$ cat config.mk
export PLATFORM = sky130hd
export DESIGN_NAME = oversampled_preamble_deframer_unit
export DESIGN_NICKNAME = d
export VERILOG_FILES = /design/src/rtl/opd_pkg.sv /design/src/rtl/opd_front.sv /design/src/rtl/opd_fifo.sv /design/src/rtl/opd_back.sv /design/src/rtl/oversampled_preamble_deframer_unit.sv
export SDC_FILE = /design/constraint.sdc
export NUM_CORES = 1
export LEC_CHECK = 0
export BUFFER_PORTS_ARGS = -buffer_cell sky130_fd_sc_hd__buf_2
export CORE_AREA = 2 2 156 158
export DETAILED_ROUTE_END_ITERATION = 6
export DIE_AREA = 0 0 158 160
export PLACE_DENSITY = 0.67
export SYNTH_ARGS = -nofsm -noshare
export SYNTH_HDL_FRONTEND = slang
export SYNTH_SLANG_ARGS = --single-unit
$ cat constraint.sdc
create_clock -name clk -period 10.55 [get_ports clk]
set_input_delay 2.11 -clock clk [delete_from_list [all_inputs] [get_ports clk]]
set_output_delay 2.11 -clock clk [all_outputs]
set_load 0.05 [all_outputs]
$ cat src/rtl/opd_pkg.sv
// shared types and constants of the oversampled preamble deframer
package opd_pkg;

  localparam int CfgAddrBits = 1;
  localparam int CfgDataBits = 16;
  localparam int SpsBits     = 8;
  localparam int PatternBits = 16;
  localparam int IndexBits   = 7;
  localparam int InDataBits  = 8;
  localparam int OutDataBits = 16;

  localparam logic [CfgAddrBits-1:0] REG_SPS     = 1'd0;
  localparam logic [CfgAddrBits-1:0] REG_PATTERN = 1'd1;

  localparam logic [SpsBits-1:0]     SPS_RESET     = 8'd20;
  localparam logic [SpsBits-1:0]     SPS_MIN       = 8'd2;
  localparam logic [PatternBits-1:0] PATTERN_RESET = 16'h5555;

  localparam logic KIND_SYMBOL = 1'b0;
  localparam logic KIND_STATUS = 1'b1;

  typedef struct packed {
    logic sym;
    logic has_run;
    logic wend;
  } job_flags_t;

  localparam int JobFlagBits = $bits(job_flags_t);

  typedef enum logic [1:0] {
    PH_SEARCH,
    PH_CAPTURE,
    PH_DONE
  } phase_t;

  typedef enum logic [1:0] {
    BK_LOAD,
    BK_SYMS,
    BK_STATUS
  } back_state_t;

endpackage

$ cat src/rtl/opd_front.sv
// front end: sample run-length measurement, jobs per transition or window end
module opd_front #(
  parameter int RUN_COUNTER_BITS = 16
) (
  input  logic                        clk,
  input  logic                        rst_n,
  input  logic                        accept,
  input  logic                        sample_bit,
  input  logic                        window_end,
  output logic                        job_push,
  output opd_pkg::job_flags_t         job_flags,
  output logic [RUN_COUNTER_BITS-1:0] job_run
);

  logic                        started_r, started_nxt;
  logic                        prev_r, prev_nxt;
  logic [RUN_COUNTER_BITS-1:0] run_r, run_nxt;
  logic                        transition;

  assign transition = started_r && (sample_bit != prev_r);

  always_comb begin
    started_nxt = started_r;
    prev_nxt    = prev_r;
    run_nxt     = run_r;
    if (accept) begin
      if (!started_r || transition) begin
        started_nxt = 1'b1;
        prev_nxt    = sample_bit;
        run_nxt     = RUN_COUNTER_BITS'(1);
      end else if (run_r != {RUN_COUNTER_BITS{1'b1}}) begin
        run_nxt = run_r + RUN_COUNTER_BITS'(1);
      end
      if (window_end) begin
        started_nxt = 1'b0;
        prev_nxt    = 1'b0;
        run_nxt     = '0;
      end
    end
  end

  always_ff @(posedge clk) begin
    if (!rst_n) begin
      started_r <= 1'b0;
      prev_r    <= 1'b0;
      run_r     <= '0;
    end else begin
      started_r <= started_nxt;
      prev_r    <= prev_nxt;
      run_r     <= run_nxt;
    end
  end

  assign job_push          = accept && (transition || window_end);
  assign job_flags.sym     = prev_r;
  assign job_flags.has_run = transition;
  assign job_flags.wend    = window_end;
  assign job_run           = run_r;

endmodule

$ cat src/rtl/opd_fifo.sv
// small register queue between front and back
module opd_fifo #(
  parameter int WIDTH = 19,
  parameter int DEPTH = 4
) (
  input  logic             clk,
  input  logic             rst_n,
  input  logic             push,
  input  logic [WIDTH-1:0] push_data,
  output logic             full,
  input  logic             pop,
  output logic [WIDTH-1:0] pop_data,
  output logic             not_empty
);

  localparam int PtrBits = (DEPTH > 1) ? $clog2(DEPTH) : 1;
  localparam int CntBits = $clog2(DEPTH + 1);

  logic [WIDTH-1:0]   mem_r [DEPTH];
  logic [PtrBits-1:0] wr_ptr_r, wr_ptr_nxt;
  logic [PtrBits-1:0] rd_ptr_r, rd_ptr_nxt;
  logic [CntBits-1:0] count_r, count_nxt;
  logic               do_push, do_pop;

  assign full      = (count_r == CntBits'(DEPTH));
  assign not_empty = (count_r != '0);
  assign do_push   = push && !full;
  assign do_pop    = pop && not_empty;
  assign pop_data  = mem_r[rd_ptr_r];

  always_comb begin
    wr_ptr_nxt = wr_ptr_r;
    rd_ptr_nxt = rd_ptr_r;
    count_nxt  = count_r;
    if (do_push) begin
      wr_ptr_nxt = (wr_ptr_r == PtrBits'(DEPTH - 1)) ? '0 : wr_ptr_r + PtrBits'(1);
    end
    if (do_pop) begin
      rd_ptr_nxt = (rd_ptr_r == PtrBits'(DEPTH - 1)) ? '0 : rd_ptr_r + PtrBits'(1);
    end
    if (do_push && !do_pop) begin
      count_nxt = count_r + CntBits'(1);
    end else if (do_pop && !do_push) begin
      count_nxt = count_r - CntBits'(1);
    end
  end

  always_ff @(posedge clk) begin
    if (!rst_n) begin
      wr_ptr_r <= '0;
      rd_ptr_r <= '0;
      count_r  <= '0;
    end else begin
      wr_ptr_r <= wr_ptr_nxt;
      rd_ptr_r <= rd_ptr_nxt;
      count_r  <= count_nxt;
    end
  end

  always_ff @(posedge clk) begin
    if (do_push) begin
      mem_r[wr_ptr_r] <= push_data;
    end
  end

endmodule

$ cat src/rtl/opd_back.sv
// back end: run to symbol conversion, preamble match, code capture and result register
module opd_back #(
  parameter int PREAMBLE_BITS       = 16,
  parameter int CODE_BITS           = 128,
  parameter int MAX_SYMBOLS_PER_RUN = 16,
  parameter int RUN_COUNTER_BITS    = 16
) (
  input  logic                             clk,
  input  logic                             rst_n,
  input  logic [opd_pkg::SpsBits-1:0]      sps,
  input  logic [PREAMBLE_BITS-1:0]         pattern,
  input  logic                             job_valid,
  input  opd_pkg::job_flags_t              job_flags,
  input  logic [RUN_COUNTER_BITS-1:0]      job_run,
  output logic                             job_pop,
  output logic                             out_valid,
  input  logic                             out_ready,
  output logic                             out_kind,
  output logic                             out_bit,
  output logic [opd_pkg::IndexBits-1:0]    out_index,
  output logic                             out_found,
  output logic                             out_last
);

  localparam int RemBits  = RUN_COUNTER_BITS + 2;
  localparam int SymBits  = $clog2(MAX_SYMBOLS_PER_RUN + 1);
  localparam int FillBits = $clog2(PREAMBLE_BITS + 1);
  localparam int CapBits  = $clog2(CODE_BITS + 1);
  localparam int IdxExt   = (CapBits > opd_pkg::IndexBits) ? CapBits : opd_pkg::IndexBits;

  opd_pkg::back_state_t    state_r, state_nxt;
  opd_pkg::phase_t         phase_r;
  logic [PREAMBLE_BITS-1:0] hist_r;
  logic [PREAMBLE_BITS:0]   hist_shift;
  logic [FillBits-1:0]      fill_r;
  logic [FillBits-1:0]      fill_inc;
  logic [CapBits-1:0]       cap_r;
  logic [IdxExt-1:0]        cap_ext;

  logic               sym_r;
  logic               wend_r;
  logic [RemBits-1:0] rem_r;
  logic [SymBits-1:0] cnt_r;

  logic [RemBits-1:0] two_sps;
  logic [RemBits-1:0] four_sps;
  logic               go;
  logic               more;
  logic               produce;
  logic               slot_free;
  logic               step;
  logic               emit_sym;
  logic               emit_stat;
  logic               sym_last;

  logic                            out_valid_r;
  logic                            out_kind_r;
  logic                            out_bit_r;
  logic [opd_pkg::IndexBits-1:0]   out_index_r;
  logic                            out_found_r;
  logic                            out_last_r;

  assign two_sps   = RemBits'({sps, 1'b0});
  assign four_sps  = RemBits'({sps, 2'b00});
  assign go        = (rem_r >= two_sps) && (cnt_r < SymBits'(MAX_SYMBOLS_PER_RUN));
  assign more      = (rem_r >= four_sps) &&
                     (SymBits'(cnt_r + SymBits'(1)) < SymBits'(MAX_SYMBOLS_PER_RUN));
  assign produce   = (phase_r == opd_pkg::PH_CAPTURE);
  assign slot_free = !out_valid_r || out_ready;
  assign sym_last  = !wend_r && (!more || (cap_r == CapBits'(CODE_BITS - 1)));
  assign hist_shift = {hist_r, sym_r};
  assign fill_inc  = (fill_r == FillBits'(PREAMBLE_BITS)) ? fill_r : fill_r + FillBits'(1);
  assign cap_ext   = IdxExt'(cap_r);

  always_comb begin
    state_nxt = state_r;
    case (state_r)
      opd_pkg::BK_LOAD: begin
        if (job_valid) begin
          state_nxt = job_flags.has_run ? opd_pkg::BK_SYMS : opd_pkg::BK_STATUS;
        end
      end
      opd_pkg::BK_SYMS: begin
        if (!go) begin
          state_nxt = wend_r ? opd_pkg::BK_STATUS : opd_pkg::BK_LOAD;
        end
      end
      opd_pkg::BK_STATUS: begin
        if (slot_free) begin
          state_nxt = opd_pkg::BK_LOAD;
        end
      end
      default: state_nxt = opd_pkg::BK_LOAD;
    endcase
  end

  always_comb begin
    job_pop   = 1'b0;
    step      = 1'b0;
    emit_sym  = 1'b0;
    emit_stat = 1'b0;
    case (state_r)
      opd_pkg::BK_LOAD:   job_pop = job_valid;
      opd_pkg::BK_SYMS: begin
        step     = go && (!produce || slot_free);
        emit_sym = go && produce && slot_free;
      end
      opd_pkg::BK_STATUS: emit_stat = slot_free;
      default: ;
    endcase
  end

  always_ff @(posedge clk) begin
    if (!rst_n) begin
      state_r <= opd_pkg::BK_LOAD;
    end else begin
      state_r <= state_nxt;
    end
  end

  // job registers
  always_ff @(posedge clk) begin
    if (job_pop) begin
      sym_r  <= job_flags.sym;
      wend_r <= job_flags.wend;
      rem_r  <= RemBits'({job_run, 1'b0}) + RemBits'(sps);
      cnt_r  <= '0;
    end else if (step) begin
      rem_r <= rem_r - two_sps;
      cnt_r <= cnt_r + SymBits'(1);
    end
  end

  // preamble matcher and code capture
  always_ff @(posedge clk) begin
    if (!rst_n || emit_stat) begin
      phase_r <= opd_pkg::PH_SEARCH;
      hist_r  <= '0;
      fill_r  <= '0;
      cap_r   <= '0;
    end else if (step) begin
      case (phase_r)
        opd_pkg::PH_SEARCH: begin
          hist_r <= hist_shift[PREAMBLE_BITS-1:0];
          fill_r <= fill_inc;
          if ((fill_inc == FillBits'(PREAMBLE_BITS)) &&
              (hist_shift[PREAMBLE_BITS-1:0] == pattern)) begin
            phase_r <= opd_pkg::PH_CAPTURE;
            cap_r   <= '0;
          end
        end
        opd_pkg::PH_CAPTURE: begin
          cap_r <= cap_r + CapBits'(1);
          if (cap_r == CapBits'(CODE_BITS - 1)) begin
            phase_r <= opd_pkg::PH_DONE;
          end
        end
        default: ;
      endcase
    end
  end

  // output register
  always_ff @(posedge clk) begin
    if (!rst_n) begin
      out_valid_r <= 1'b0;
    end else if (emit_sym || emit_stat) begin
      out_valid_r <= 1'b1;
    end else if (out_ready) begin
      out_valid_r <= 1'b0;
    end
  end

  always_ff @(posedge clk) begin
    if (emit_sym) begin
      out_kind_r  <= opd_pkg::KIND_SYMBOL;
      out_bit_r   <= sym_r;
      out_index_r <= cap_ext[opd_pkg::IndexBits-1:0];
      out_found_r <= 1'b0;
      out_last_r  <= sym_last;
    end else if (emit_stat) begin
      out_kind_r  <= opd_pkg::KIND_STATUS;
      out_bit_r   <= 1'b0;
      out_index_r <= '0;
      out_found_r <= (phase_r == opd_pkg::PH_DONE);
      out_last_r  <= 1'b1;
    end
  end

  assign out_valid = out_valid_r;
  assign out_kind  = out_kind_r;
  assign out_bit   = out_bit_r;
  assign out_index = out_index_r;
  assign out_found = out_found_r;
  assign out_last  = out_last_r;

endmodule

$ cat src/rtl/oversampled_preamble_deframer_unit.sv
// top level of the oversampled preamble deframer
// Takes one sample bit per beat and turns each finished run of equal samples into
// round(run / samples_per_symbol) symbols, capped per run; symbols feed a preamble
// matcher and the CODE_BITS symbols after the first match come out with their index,
// followed at window end by a status beat. The front end measures runs and takes one
// sample per cycle as long as the job queue (FIFO_DEPTH entries) has room. The back
// end loads each run, then decodes its symbols one by one (one subtract and compare
// of the shared remainder each), closes the run and, for a window-end job, sends the
// status beat; samples stall only when the job queue fills because transitions come
// faster than the back end drains them or the result side holds off. A window-end
// sample without a transition queues a status-only job.
module oversampled_preamble_deframer_unit #(
  parameter int PREAMBLE_BITS       = 16,
  parameter int CODE_BITS           = 128,
  parameter int MAX_SYMBOLS_PER_RUN = 16,
  parameter int RUN_COUNTER_BITS    = 16,
  parameter int FIFO_DEPTH          = 4
) (
  input  logic                               clk,
  input  logic                               rst_n,
  input  logic                               in_tvalid,
  output logic                               in_tready,
  input  logic [opd_pkg::InDataBits-1:0]     in_tdata,   // sample_bit
  input  logic                               in_tlast,   // window_end
  output logic                               out_tvalid,
  input  logic                               out_tready,
  output logic [opd_pkg::OutDataBits-1:0]    out_tdata,  // code_bit, code_index, code_done
  output logic                               out_tuser,  // result_kind
  output logic                               out_tlast,  // last_of_run
  input  logic                               cfg_we,
  input  logic [opd_pkg::CfgAddrBits-1:0]    cfg_addr,
  input  logic [opd_pkg::CfgDataBits-1:0]    cfg_wdata
);

  localparam int JobBits = opd_pkg::JobFlagBits + RUN_COUNTER_BITS;

  logic [opd_pkg::SpsBits-1:0]     sps_r;
  logic [opd_pkg::PatternBits-1:0] pattern_r;
  logic [opd_pkg::SpsBits-1:0]     sps_eff;
  logic [PREAMBLE_BITS-1:0]        pattern_ext;

  logic                        accept;
  logic                        fifo_full;
  logic                        job_push;
  opd_pkg::job_flags_t         push_flags;
  logic [RUN_COUNTER_BITS-1:0] push_run;
  logic [JobBits-1:0]          push_data;
  logic [JobBits-1:0]          pop_data;
  logic                        job_valid;
  logic                        job_pop;
  opd_pkg::job_flags_t         pop_flags;
  logic [RUN_COUNTER_BITS-1:0] pop_run;

  logic                            code_bit;
  logic [opd_pkg::IndexBits-1:0]   code_index;
  logic                            code_done;

  always_ff @(posedge clk) begin
    if (!rst_n) begin
      sps_r     <= opd_pkg::SPS_RESET;
      pattern_r <= opd_pkg::PATTERN_RESET;
    end else if (cfg_we) begin
      case (cfg_addr)
        opd_pkg::REG_SPS:     sps_r     <= cfg_wdata[opd_pkg::SpsBits-1:0];
        opd_pkg::REG_PATTERN: pattern_r <= cfg_wdata[opd_pkg::PatternBits-1:0];
        default: ;
      endcase
    end
  end

  assign sps_eff     = (sps_r < opd_pkg::SPS_MIN) ? opd_pkg::SPS_MIN : sps_r;
  assign pattern_ext = PREAMBLE_BITS'(pattern_r);

  assign in_tready = !fifo_full;
  assign accept    = in_tvalid && !fifo_full;

  opd_front #(
    .RUN_COUNTER_BITS (RUN_COUNTER_BITS)
  ) u_front (
    .clk        (clk),
    .rst_n      (rst_n),
    .accept     (accept),
    .sample_bit (in_tdata[0]),
    .window_end (in_tlast),
    .job_push   (job_push),
    .job_flags  (push_flags),
    .job_run    (push_run)
  );

  assign push_data = {push_flags, push_run};

  opd_fifo #(
    .WIDTH (JobBits),
    .DEPTH (FIFO_DEPTH)
  ) u_fifo (
    .clk       (clk),
    .rst_n     (rst_n),
    .push      (job_push),
    .push_data (push_data),
    .full      (fifo_full),
    .pop       (job_pop),
    .pop_data  (pop_data),
    .not_empty (job_valid)
  );

  assign pop_flags = pop_data[JobBits-1:RUN_COUNTER_BITS];
  assign pop_run   = pop_data[RUN_COUNTER_BITS-1:0];

  opd_back #(
    .PREAMBLE_BITS       (PREAMBLE_BITS),
    .CODE_BITS           (CODE_BITS),
    .MAX_SYMBOLS_PER_RUN (MAX_SYMBOLS_PER_RUN),
    .RUN_COUNTER_BITS    (RUN_COUNTER_BITS)
  ) u_back (
    .clk       (clk),
    .rst_n     (rst_n),
    .sps       (sps_eff),
    .pattern   (pattern_ext),
    .job_valid (job_valid),
    .job_flags (pop_flags),
    .job_run   (pop_run),
    .job_pop   (job_pop),
    .out_valid (out_tvalid),
    .out_ready (out_tready),
    .out_kind  (out_tuser),
    .out_bit   (code_bit),
    .out_index (code_index),
    .out_found (code_done),
    .out_last  (out_tlast)
  );

  assign out_tdata = opd_pkg::OutDataBits'({code_done, code_index, code_bit});

endmodule
Yosys cells after proc, flatten, opt, wreduce, memory -nomap -nowiden
Memories as Yosys holds them, arrays and structs flattened. A register that Yosys moved wholly into a read port is not among the register bits.
Index checks and enable logic that the tools add are counted.
- memories kept: 1
- word-level logic and storage cells: 148
- ROM bits: 0
- output and inout port bits: 20
- bits in writable memories: 76
- latch bits: 0
- flip-flop bits (word level): 118
- bits of input ports: 31
- memories (name ; depth ; width ; read ports ; clocked after memory_dff ; write ports ; RTL line ; text):
    u_fifo.mem_r ; 4 ; 19 ; 1 ; 1 ; 1 ; opd_fifo.sv:19 ; logic [WIDTH-1:0] mem_r [DEPTH];
- $add $sub $neg: 10
- shift operators: 0
- bitwise operators: 1
- equality and inequality tests: 18
- mux-type cells: 42
- reductions and logical operators: 48
- multiply operators: 0
- $lt $le $gt $ge: 5
- divide/modulo/power cells: 0
- operator list (cell ; count):
    16-bit two-way mux ; 3
    18-bit two-way mux ; 2
    2-bit two-way mux ; 11
    17-bit by 8-bit adder with 18-bit output ; 1
    18-bit by 10-bit >= comparator with 1-bit output ; 1
    18-bit by 9-bit >= comparator with 1-bit output ; 1
    18-bit by 9-bit subtractor with 18-bit output ; 1
    16-bit by 1-bit adder with 16-bit output, second input constant ; 1
    16-bit == test ; 1
    1-bit two-way mux ; 16
    8-bit two-way mux ; 2
    16-bit != test, second input constant ; 1
    8-bit case mux with 2 select lines ; 1
    1-bit logical AND ; 14
    7-bit two-way mux ; 2
    2-bit nonzero test ; 6
    5-bit by 1-bit adder with 5-bit output, second input constant ; 2
    5-bit == test, second input constant ; 2
    5-bit less-than comparator, second input constant ; 2
    2-bit AND reduction ; 5
    1-bit zero test ; 9
    8-bit by 1-bit adder with 8-bit output, second input constant ; 1
    2-bit == test, second input constant ; 4
    8-bit by 7-bit == test with 1-bit output, second input constant ; 1
    19 further kinds ; 34

Depth between registers and ports, before layout
Gate-level depths: netlist of the first run.
- word-level depth: 9
- mapped depth: 13
- mapped depth without buffers: 12

Hierarchy
Synthesis of the first run repeated with hierarchy kept, for this count alone.
- cell total of the unflattened synthesis: 878
- area total of the unflattened synthesis: 9823.2 µm²
- modules (own cells, without submodules) (module ; cells each ; sequential area each (µm²) ; times used ; area each (µm²)):
    opd_back ; 473 ; 1671.6 ; 1 ; 4434.3
    opd_fifo ; 150 ; 2462.4 ; 1 ; 3266.9
    opd_front ; 125 ; 360.3 ; 1 ; 1062.3
    oversampled_preamble_deframer_unit ; 130 ; 480.5 ; 1 ; 1059.8

Worst setup path before layout of the first run
No wires, ideal clock.
- kind: input to register
- from: input out_tready
- to: register u_back.rem_r[10], enable pin
- buffers on the path: 0
- setup slack: 6.439 ns
- cell stages on the path: 3
- library setup time: 0.415 ns
- arrival: 3.697 ns
- data required time: 10.135 ns
- cells stage by stage: nand2b_1 o21ai_1 o21ai_0
- longest elaborated chain between the ends: 5
- ends and longest elaborated chain (element ; RTL line ; text):
    from (decl) ; oversampled_preamble_deframer_unit.sv:26 ; input logic out_tready,
    1-bit logical OR ; opd_back.sv:69 ; assign slot_free = !out_valid_r || out_ready;
    1-bit logical OR ; opd_back.sv:105 ; step = go && (!produce || slot_free);
    1-bit logical AND ; opd_back.sv:105 ;
    1-bit two-way mux ; opd_back.sv:102 ; case (state_r)
    2-bit nonzero test (no source line) ; -- ;
    to (signal assigned) ; opd_back.sv:126 ; rem_r <= RemBits'({job_run, 1'b0}) + RemBits'(sps);
    to (signal assigned) ; opd_back.sv:129 ; rem_r <= rem_r - two_sps;
    to (decl) ; opd_back.sv:42 ; logic [RemBits-1:0] rem_r;
Every way passes these cells.
A chain may end at the register's enable or synchronous reset.

Worst setup path after layout of the first run
- from: input in_tdata[0] (netlist bit)
- to: register u_fifo.count_r[2]
- longest elaborated chain between the ends: 8
- elaborated cells on any way between the ends: 10
- classes of those cells: 1 x eq/ne; 1 x mux; 8 x reduce/logical
- ends and longest elaborated chain (element ; RTL line ; text):
    from (decl) ; oversampled_preamble_deframer_unit.sv:23 ; input logic [opd_pkg::InDataBits-1:0] in_tdata,
    1-bit != test * ; opd_front.sv:20 ; assign transition = started_r && (sample_bit != prev_r);
    1-bit logical AND * ; opd_front.sv:20 ;
    named net u_front.transition ; opd_front.sv:18 ; logic transition;
    1-bit logical OR * ; opd_front.sv:54 ; assign job_push = accept && (transition || window_end);
    1-bit logical AND * ; opd_front.sv:54 ;
    1-bit logical AND * ; opd_fifo.sv:27 ; assign do_push = push && !full;
    1-bit zero test ; opd_fifo.sv:43 ; end else if (do_pop && !do_push) begin
    1-bit logical AND ; opd_fifo.sv:43 ;
    2-bit nonzero test (no source line) ; -- ;
    to (signal assigned) ; opd_fifo.sv:56 ; count_r <= count_nxt;
    to (decl) ; opd_fifo.sv:22 ; logic [CntBits-1:0] count_r, count_nxt;
Mark *: on every way through the listed nets, which the timed path passes. The rest lies on a longest branch.

==> results.toml, run 1 <==
[status]
run_status = "completed"

[die]
fp-row-count = 57
floorplan.initialDensity_pct = 39.16
core_sq_mm = 0.02382
io-pin-count = 51
die-area_sq_mm = 0.02528
chip_height_um = 160
horizontal_extent_of_the_die_um = 158

[sta]
timing.slew.headroom_pct = 31.50
hold-worst-slack_ps = 472.6
fmax_ghz = 0.2591
period_needed_ps = 3860
layout_worst_path_cycle_share_pct = 36.59
max_slew_violation_total_from_the_final_report = 0
max_slew.worst_pin.slew_ps = 1027
final_hold_viol_count = 0
final.setup.tns_ps = 0
grt_setup_unrepaired = "no"
worst_clock_skew_ps = 14.17
finalSetupViolCount = 0

[clock_tree]
post_cts_resized = 0
cts_max_path_buffers = 2
cts.htree.levels = 4
postCtsSetupRepairBufs = 0
cts.clk_slew.worst_paths_ps = 80
insertion_delay_ps = 440
cts_buffers = 17
cts-hold-fix-buffers = 0
cts_tree = "yes"
cts_root_buffer = "clkbuf_16"
clkSinkCount = 196

[yosys]
synth.distinct_cells = 64
number_of_enable_type_register_cells_in_the_synthesized_netlist = 105
syn_area_sq_mm = 0.009328
async_s_r_ff_share_synth_pct = 0
yosysWarningCount = 0
ys.flop_type = "edfxtp_1"
synthesis.instances = 839
post_synth.cell_area_avg_sq_um = 11.12
number_of_synthesized_register_bits = 196
ys_seq_area_share_pct = 53.33

[detailed_routing]
routed_wire_length_per_instance_um = 15.27
drt-pass1-iter-count = 4
detailroute.via_count = 6226
drc = 0
ant_nets = 0
initialDrtViolationCount = 269
viasPerCell = 5.206
wirelength_mm = 18.26

[power]
p_comb_share_pct = 32.6
power_leakage_nw = 3.691
clock_power_share_pct = 25.9
power.density_mw_per_mm2 = 238.6
swShare_pct = 35.22
power_report.internal_total_mw = 1.599
power_switching_mw = 0.8692
report.power.total_mw = 2.468
worst_case_vdd_ir_drop_mv = 0.1539
power.sequential.fraction_pct = 41.5

[flow_run]
cap_violations = 0

[placed_design]
dp_hpwl_mm = 12.69
gpl.final_weighted_congestion = 0.8063
placed_cells = 1164
port_buffers = 36

[final_layout]
layout-drive-gt1-share_pct = 11.70
insertedDiodeCount = 0
postLayoutCoreUtil_pct = 43.42
area.growth.synth_to_final_pct = 10.88
regArea_sq_mm = 0.004975
fillCellCount = 2278
fin_cells = 1196
multi_input_area_sq_mm = 0.004059
num-nets-final = 927

[global_routing]
first_pass_grt_wire_length_mm = 30.21
grt_util_all_layers_pct = 15.18
grt_antenna_before_repair = 0
gr-total-overflow = 0
first_global_vias = 6012
maximum_number_of_pins_on_one_net_before_global_route_repair = 30

[worst_setup_path]
critPathMaxFanout = 7
critical_path_arrival_ps = 4240
r2r_setup_slack_ps = 7020
worstSetupEndpointType = "flip-flop"
worst_r2r_endpoint = "u_back.rem_r[14]"
crit_required_ps = 10930
critical_path_class = "input port to flip-flop"
worst_setup_path_startpoint = "in_tdata[0]"
crit_path_start_kind = "input port"
r2r_cells = 8

[min_path]
worst_hold_startpoint = "sps_r[0]"
timing.hold.worst_endpoint = "sps_r[0]"
hold_path_depth = 2
type_of_the_tightest_min_delay_check = "flip-flop to flip-flop"
==> flip-flops by register name, summed over array words and instances, names as in the netlist, 3 cells and up, named ones only <==
signal	count
u_back.fill_r	5
u_front.job_run	16
u_back.rem_r	18
u_fifo.mem_r	76
pattern_ext	16
sps_r	8
u_back.cap_ext	8
u_fifo.count_r	3
u_back.hist_r	15
u_back.cnt_r	5
u_back.out_index	7
==> area by class of cell <==
cell class,instances,share of cell area [%]
timing repair buffer,41,2.105
tap,324,3.920
inverter,24,0.8710
clock buffer,19,4.391
multi-input combinational,579,39.25
clock inverter,13,1.367
sequential,196,48.10
==> cell usage after synthesis, types with 8 or more instances <==
| cell | count | share of area (%) |
|---|---|---|
| a211oi_1 | 9 | 0.72 |
| a21oi_1 | 42 | 2.3 |
| a31oi_1 | 11 | 0.74 |
| and2_1 | 11 | 0.74 |
| and3_1 | 18 | 1.2 |
| buf_4 | 9 | 0.72 |
| clkbuf_1 | 29 | 1.2 |
| dfxtp_1 | 91 | 20 |
| edfxtp_1 | 105 | 34 |
| ha_1 | 34 | 4.6 |
| inv_1 | 24 | 0.97 |
| mux2i_1 | 30 | 3.2 |
| mux4_2 | 19 | 4.6 |
| nand2_1 | 109 | 4.4 |
| nand2b_1 | 14 | 0.94 |
| nand3_1 | 28 | 1.5 |
| nor2_1 | 42 | 1.7 |
| nor3_1 | 23 | 1.2 |
| nor4_1 | 11 | 0.74 |
| o21ai_0 | 24 | 1.3 |
| or3_1 | 8 | 0.54 |
| xnor2_1 | 36 | 3.4 |
| xor2_1 | 20 | 1.9 |
==> power by group through the flow <==
stage                     Clock, mW  Combinational [mW]  Sequential, mW
final                         0.640               0.805            1.02
after global routing          0.679               0.902            1.04
after CTS                     0.653               0.811            1.02
after detailed placement          0               0.807            1.04
after global placement            0               0.794            1.04
after floorplan                   0               0.631            1.04
==> placed cells by master, fill, tap and decap left out, types with 4 or more instances in the layout <==
master       n
a211oi_1     9
a21oi_1     42
a311oi_1     4
a31oi_1     11
and2_1      11
and3_1      18
buf_2       36
buf_4        5
clkbuf_16   18
clkinv_8     4
conb_1       7
dfxtp_1     91
edfxtp_1   105
ha_1        34
inv_1       24
mux2i_1     30
mux4_2      19
nand2_1    109
nand2b_1    14
nand3_1     28
nand3b_1     5
nand4_1      7
nor2_1      42
nor2b_1      7
nor3_1      23
nor4_1      11
o21a_1       7
o21ai_0     23
o21ai_1      4
o31ai_1      6
or3_1        8
xnor2_1     36
xor2_1      20
==> how the worst max path moves through the flow <==
| stage | cells after the start | slack, ps | to |
|---|---|---|---|
| after floorplan | 3 | 6440 | u_back.rem_r[10] |
| after global placement | 10 | 6260 | u_fifo.count_r[2] |
| after detailed placement | 10 | 6210 | u_fifo.count_r[2] |
| after CTS | 10 | 6670 | u_fifo.count_r[2] |
| after global routing | 10 | 6540 | u_fifo.count_r[2] |
| final | 10 | 6690 | u_fifo.count_r[2] |
==> metal layers <==
| metal | vias to the layer above | wire length [um] | global-route usage, % |
|---|---|---|---|
| met4 | 0 | 167 | 3.481 |
| met1 | 3026 | 8576 | 20.64 |
| li1 | 3090 | - | - |
| met3 | 11 | 734 | 3.881 |
| met5 | - | 0 | 0 |
| met2 | 99 | 8779 | 24.45 |
==> per-stage QoR <==
step / cell area [sq um] / worst slack, ps
detailed placement: 9747 / 6214
CTS: 10340 / 6669
floorplan: 9350 / 6439
global route: 10340 / 6543
global placement: 9747 / 6257
finish: 10340 / 6690
==> worst max-delay path, stage by stage <==
cell,delay [ps]
buf_2,110
xnor2_1,150
nor2b_1,280
o21a_1,310
ha_1,230
inv_1,60
fa_1,370
xor2_1,160
or3_1,300
a21oi_1,140
==> kinds of logic after synthesis <==
| logic type | after synthesis | synth area share [%] |
|---|---|---|
| buf+inv | 70 | 3.394 |
| mux | 49 | 7.807 |
| simple gates | 301 | 16.08 |
| flops | 196 | 53.33 |
| other cells | 1 | 0.04020 |
| xor+xnor | 56 | 5.258 |
| compound gates | 129 | 8.880 |
| fa+ha+maj | 37 | 5.205 |
(Power assumes the default switching activity.)
==> run 2, diff against run 1 <==
Settings changed: PLACE_DENSITY 0.67 to 0.69.
Clock period 10.55 ns to 3.3 ns, I/O delays scaled along.
==> run 2 against run 1 <==
  * Sequential power rose to 3.2 times the previous value
  * Clock-buffer cell count did not move
  * Via count rose by 0.18%
  * First-iteration DRC count rose by 59%
  * Critical path depth fell by 1
  * Critical endpoint is now u_back.rem_r[11]
==> results.toml, run 2 (synthesis gave the netlist of run 1 again) <==
[clock_tree]
cts.htree.levels = 4
cts_max_path_buffers = 2
cts_tree = "yes"
cts-hold-fix-buffers = 0
cts_buffers = 17
cts.clk_slew.worst_paths_ps = 70
clkSinkCount = 196
postCtsSetupRepairBufs = 0
insertion_delay_ps = 440
cts_root_buffer = "clkbuf_16"

[sta]
fmax_ghz = 0.3313
max_slew.worst_pin.slew_ps = 774.4
grt_setup_unrepaired = "no"
layout_worst_path_cycle_share_pct = 91.47
max_slew_violation_total_from_the_final_report = 0
period_needed_ps = 3018
hold-worst-slack_ps = 427.4
finalSetupViolCount = 0
final_hold_viol_count = 0
worst_clock_skew_ps = 12.59
timing.slew.headroom_pct = 48.37
final.setup.tns_ps = 0

[worst_setup_path]
cp_cell_sequence = "buf_4 > mux4_2 > ha_1 > a21oi_1 > o21ai_0 > o22a_1 > nand2_1 > xor2_1 > mux2i_1"
worstPathBufferInverterCount = 1
r2r_cells = 9
r2r_setup_slack_ps = 280
worst_r2r_endpoint = "u_back.rem_r[11]"
worst_path_max_delay_cell = "mux4_2"
critical_path_arrival_ps = 3190
critical-path-max-stage-delay_ps = 540
crit_required_ps = 3470
cell_type_group_with_the_largest_total_delay_on_the_critical_path = "compound AO/OA/AOI/OAI gates"
critical_path_class = "flip-flop to flip-flop"
critPathMaxFanout = 6
crit_path_start_kind = "flip-flop"
worstSetupEndpointType = "flip-flop"

[detailed_routing]
routed_wire_length_per_instance_um = 15.56
m1WireLength_mm = 8.721
met2RoutedLength_mm = 9.361
highest-signal-layer = "met4"
wirelength_mm = 19.02
viasPerCell = 5.104
met3_wirelength_um = 743
detailroute.via_count = 6237
ant_nets = 0
initialDrtViolationCount = 428
drc = 0
drt-pass1-iter-count = 4

[final_layout]
num-nets-final = 953
flip_flop_count_of_the_largest_register_after_layout = 76
insertedDiodeCount = 0
layout-drive-gt1-share_pct = 14.59
largest_registers = "u_fifo.mem_r: 76 flops, u_back.rem_r: 18 flops"
top_library_cells_by_usage_in_the_layout_fill_and_taps_aside = "nand2_1 (109), edfxtp_1 (105), dfxtp_1 (91)"
postLayoutCoreUtil_pct = 44.20
final_common_cell = "nand2_1"
area.growth.synth_to_final_pct = 12.88
fillCellCount = 2272
largest-register = "u_fifo.mem_r"

[power]
power_leakage_nw = 3.825
power.density_mw_per_mm2 = 761.9
worst_case_vdd_ir_drop_mv = 0.4165

[die]
horizontal_extent_of_the_die_um = 158
io-pin-count = 51
chip_height_um = 160
core_sq_mm = 0.02382
fp-row-count = 57
die-area_sq_mm = 0.02528
floorplan.initialDensity_pct = 39.16

[placed_design]
gpl.final_weighted_congestion = 0.7976
port_buffers = 36
dp_hpwl_mm = 13.47

[global_routing]
grt_antenna_before_repair = 0
gr-total-overflow = 0
first_global_vias = 6094
grt_util_all_layers_pct = 15.85
first_pass_grt_wire_length_mm = 31.29
maximum_number_of_pins_on_one_net_before_global_route_repair = 23

[min_path]
worst_hold_startpoint = "cfg_wdata[14]"
timing.hold.worst_endpoint = "pattern_ext[14]"
hold_path_depth = 3
type_of_the_tightest_min_delay_check = "input port to flip-flop"

[status]
run_status = "completed"

[flow_run]
cap_violations = 0
-- run 2: cell types whose count changed in the layout (fill, tap and decap cells not counted), sizes merged --
cell / before / now
clkinvlp: 1 / 0
inv: 28 / 29
buf: 41 / 67
-- run 2: what timing repair did --
item / in CTS / in global routing
setup endpoints to repair: 0 / 5
resized for setup: 0 / 3
hold endpoints to repair: 0 / 0
-- run 2: final cells by class --
cell class                 count  area [sq um]  share of cell area, %
multi-input combinational    579          4074                  38.69
clock inverter                13         117.6                  1.117
tap                          324         405.4                  3.850
clock buffer                  19         454.2                  4.314
timing repair buffer          67         412.9                  3.922
sequential                   196          4975                  47.25
inverter                      24         90.09                 0.8556
-- run 2: layer usage --
| metal | up-vias | track usage, % |
|---|---|---|
| met5 | - | 0 |
| met4 | 0 | 4.423 |
| met3 | 11 | 3.582 |
| met2 | 114 | 26.07 |
| met1 | 2976 | 21.01 |
| li1 | 3136 | - |
-- run 2: stage by stage --
| stage | setup WS, ps | area [sq um] | power (mW) | std cells |
|---|---|---|---|---|
| 5_1_grt | 50.33 | 10530 | 8.493 | 1222 |
| 2_1_floorplan | 12.87 | 9350 | 5.327 | 845 |
| 3_3_place_gp | 263.4 | 9942 | 5.959 | 1190 |
| 4_1_cts | 116.4 | 10510 | 8.069 | 1222 |
| 3_5_place_dp | 122.8 | 9942 | 6.035 | 1190 |
| 6_report | 281.5 | 10530 | 8.022 | 1222 |
-- run 2: worst max path at each step --
stage,startpoint,to,cells after the start
after floorplan,flip-flop,u_back.rem_r[14],10
after global placement,sps_r[2],u_back.rem_r[15],12
after detailed placement,sps_r[2],u_back.rem_r[15],12
after CTS,sps_r[2],u_back.rem_r[15],12
after global routing,sps_r[2],u_back.rem_r[17],12
final,flip-flop,u_back.rem_r[11],9
-- run 2: where the power goes --
part	leakage [nW]	internal, mW	switching (mW)
sequential	1.76	3.02	0.251
combinational	1.78	1.14	1.59
clock	0.285	1.04	0.984
total	3.83	5.19	2.83
-- run 2: worst min-delay path, delay by kind of cell --
| kind | cells | cell delay [ps] |
|---|---|---|
| buffers and inverters | 1 | 80 |
| AND/OR/NAND/NOR | 2 | 100 |
==> run 3, diff against run 2 <==
Settings changed: PLACE_DENSITY 0.69 to 0.67.
Clock period 3.3 ns to 3.2 ns, I/O delays scaled along.
==> run 3 against run 2 <==
  * Power is 3.9% higher
  * Critical endpoint is now u_back.rem_r[16]
  * Cell count is 0.16% lower
  * Maximum frequency is 0.91% higher
  * Non-clock buffer count is 2 lower
  * Highest routed layer unchanged
==> results.toml, run 3 (synthesis gave the netlist of run 1 again) <==
[status]
run_status = "completed"

[power]
power_leakage_nw = 3.824
worst_case_vdd_ir_drop_mv = 0.3097
power.density_mw_per_mm2 = 788.5
clock_power_share_pct = 26.0
p_comb_share_pct = 33.6
power_report.internal_total_mw = 5.344
power_switching_mw = 2.992
swShare_pct = 35.89
power.sequential.fraction_pct = 40.4

[final_layout]
area.growth.synth_to_final_pct = 13.33
final_design_instance_area_without_fill_sq_mm = 0.01057
insertedDiodeCount = 0
top_library_cells_by_usage_in_the_layout_fill_and_taps_aside = "nand2_1 (109), edfxtp_1 (105), dfxtp_1 (91)"
layout-drive-gt1-share_pct = 14.51
largest_registers = "u_fifo.mem_r: 76 flops, u_back.rem_r: 18 flops"
fin_cells = 1220
flip_flop_count_of_the_largest_register_after_layout = 76
largest-register = "u_fifo.mem_r"
num-nets-final = 951
final_common_cell = "nand2_1"
fillCellCount = 2274

[clock_tree]
cts.htree.levels = 4
cts.clk_slew.worst_paths_ps = 80
cts_max_path_buffers = 2
insertion_delay_ps = 440
postCtsSetupRepairBufs = 0
cts_buffers = 17
clkSinkCount = 196
cts-hold-fix-buffers = 0
cts_root_buffer = "clkbuf_16"
cts_tree = "yes"

[placed_design]
port_buffers = 36
dp_worst_setup_slack_ps = 26.44
gpl.final_weighted_congestion = 0.8110
placed_cells = 1188
dp_hpwl_mm = 13.21
placement.cell_area_sq_mm = 0.009932

[detailed_routing]
viasPerCell = 5.116
initialDrtViolationCount = 262
drt-pass1-iter-count = 5
drc = 0
ant_nets = 0
detailroute.via_count = 6242
routed_wire_length_per_instance_um = 15.38
wirelength_mm = 18.76

[die]
chip_height_um = 160
floorplan.initialDensity_pct = 39.16
die-area_sq_mm = 0.02528
fp-row-count = 57
horizontal_extent_of_the_die_um = 158
core_sq_mm = 0.02382
io-pin-count = 51

[sta]
max_slew_violation_total_from_the_final_report = 0
worst_clock_skew_ps = 11.76
fmax_ghz = 0.3343
timing.slew.headroom_pct = 35.95
period_needed_ps = 2991
final_hold_viol_count = 0
layout_worst_path_cycle_share_pct = 93.47
grt_setup_unrepaired = "yes"
max_slew.worst_pin.slew_ps = 959.6
pnr_worst_setup_slack_ps = 208.8
finalSetupViolCount = 0

[global_routing]
first_pass_grt_wire_length_mm = 31.48
gr-total-overflow = 0
first_global_vias = 6161
maximum_number_of_pins_on_one_net_before_global_route_repair = 26
grt_antenna_before_repair = 0
grt_util_all_layers_pct = 15.78

[worst_setup_path]
critical_path_class = "flip-flop to flip-flop"
worstSetupEndpointType = "flip-flop"
crit_path_start_kind = "flip-flop"
crit_required_ps = 3350
critical_path_arrival_ps = 3150
critPathMaxFanout = 6

[flow_run]
cap_violations = 0

[min_path]
type_of_the_tightest_min_delay_check = "input port to flip-flop"
-- run 3: worst paths after layout --
kind,startpoint,end,slack [ps],cells after the start
min,cfg_wdata[14],pattern_ext[14],400,3
max,flip-flop,u_back.rem_r[16],210,9
max reg2reg,flip-flop,u_back.rem_r[16],210,9
min reg2reg,pattern_ext[15],pattern_ext[15],480,2
-- run 3: final cells by class --
class                           instances  area, sq um  area share, %
Inverter                               24        90.09         0.8522
Timing Repair Buffer                   65        397.9          3.764
Clock inverter                         15        192.7          1.823
Multi-Input combinational cell        579         4085          38.64
Sequential cell                       196         4975          47.06
Clock buffer                           17        425.4          4.024
Tap cell                              324        405.4          3.835
-- run 3: worst max-delay path, cell delays in order, from the launching register on --
cell	delay [ps]
dfxtp_1	460
buf_4	200
mux4_2	500
ha_1	220
or3_1	450
o22a_1	250
o31ai_4	100
nor3_1	80
o21ai_0	300
o21ai_0	150
-- run 3: power by group through the flow --
stage / clock, mW / sequential, mW / combinational [mW]
6_report: 2.17 / 3.37 / 2.80
3_3_place_gp: 0 / 3.41 / 2.72
4_1_cts: 2.20 / 3.37 / 2.79
3_5_place_dp: 0 / 3.42 / 2.77
5_1_grt: 2.30 / 3.42 / 3.13
2_1_floorplan: 0 / 3.41 / 2.09
-- run 3: per-stage QoR --
step           power, mW  hold WS (ps)  TNS, ps  util, %
2_1_floorplan      5.500         436.8        0        -
3_3_place_gp       6.135         453.6        0    41.70
3_5_place_dp       6.198         455.7        0    41.70
4_1_cts            8.359         390.6        0    44.29
5_1_grt            8.848         420.6   -48.95    44.38
6_report           8.336         402.8        0    44.38
-- run 3: metal layers --
metal / up-vias / part of all wire (%) / global-route usage [%]
li1: 3129 / - / -
met2: 102 / 48 / 25.97
met3: 23 / 4.4 / 3.121
met4: 0 / 1.4 / 5.037
met1: 2988 / 46 / 20.91
met5: - / 0 / 0
-- run 3: timing repair --
| action | 4_1_cts | 5_1_grt |
|---|---|---|
| endpoints found under the setup margin | 0 | 6 |
| endpoints found under the hold margin | 0 | 0 |
| gates resized for setup | 0 | 4 |
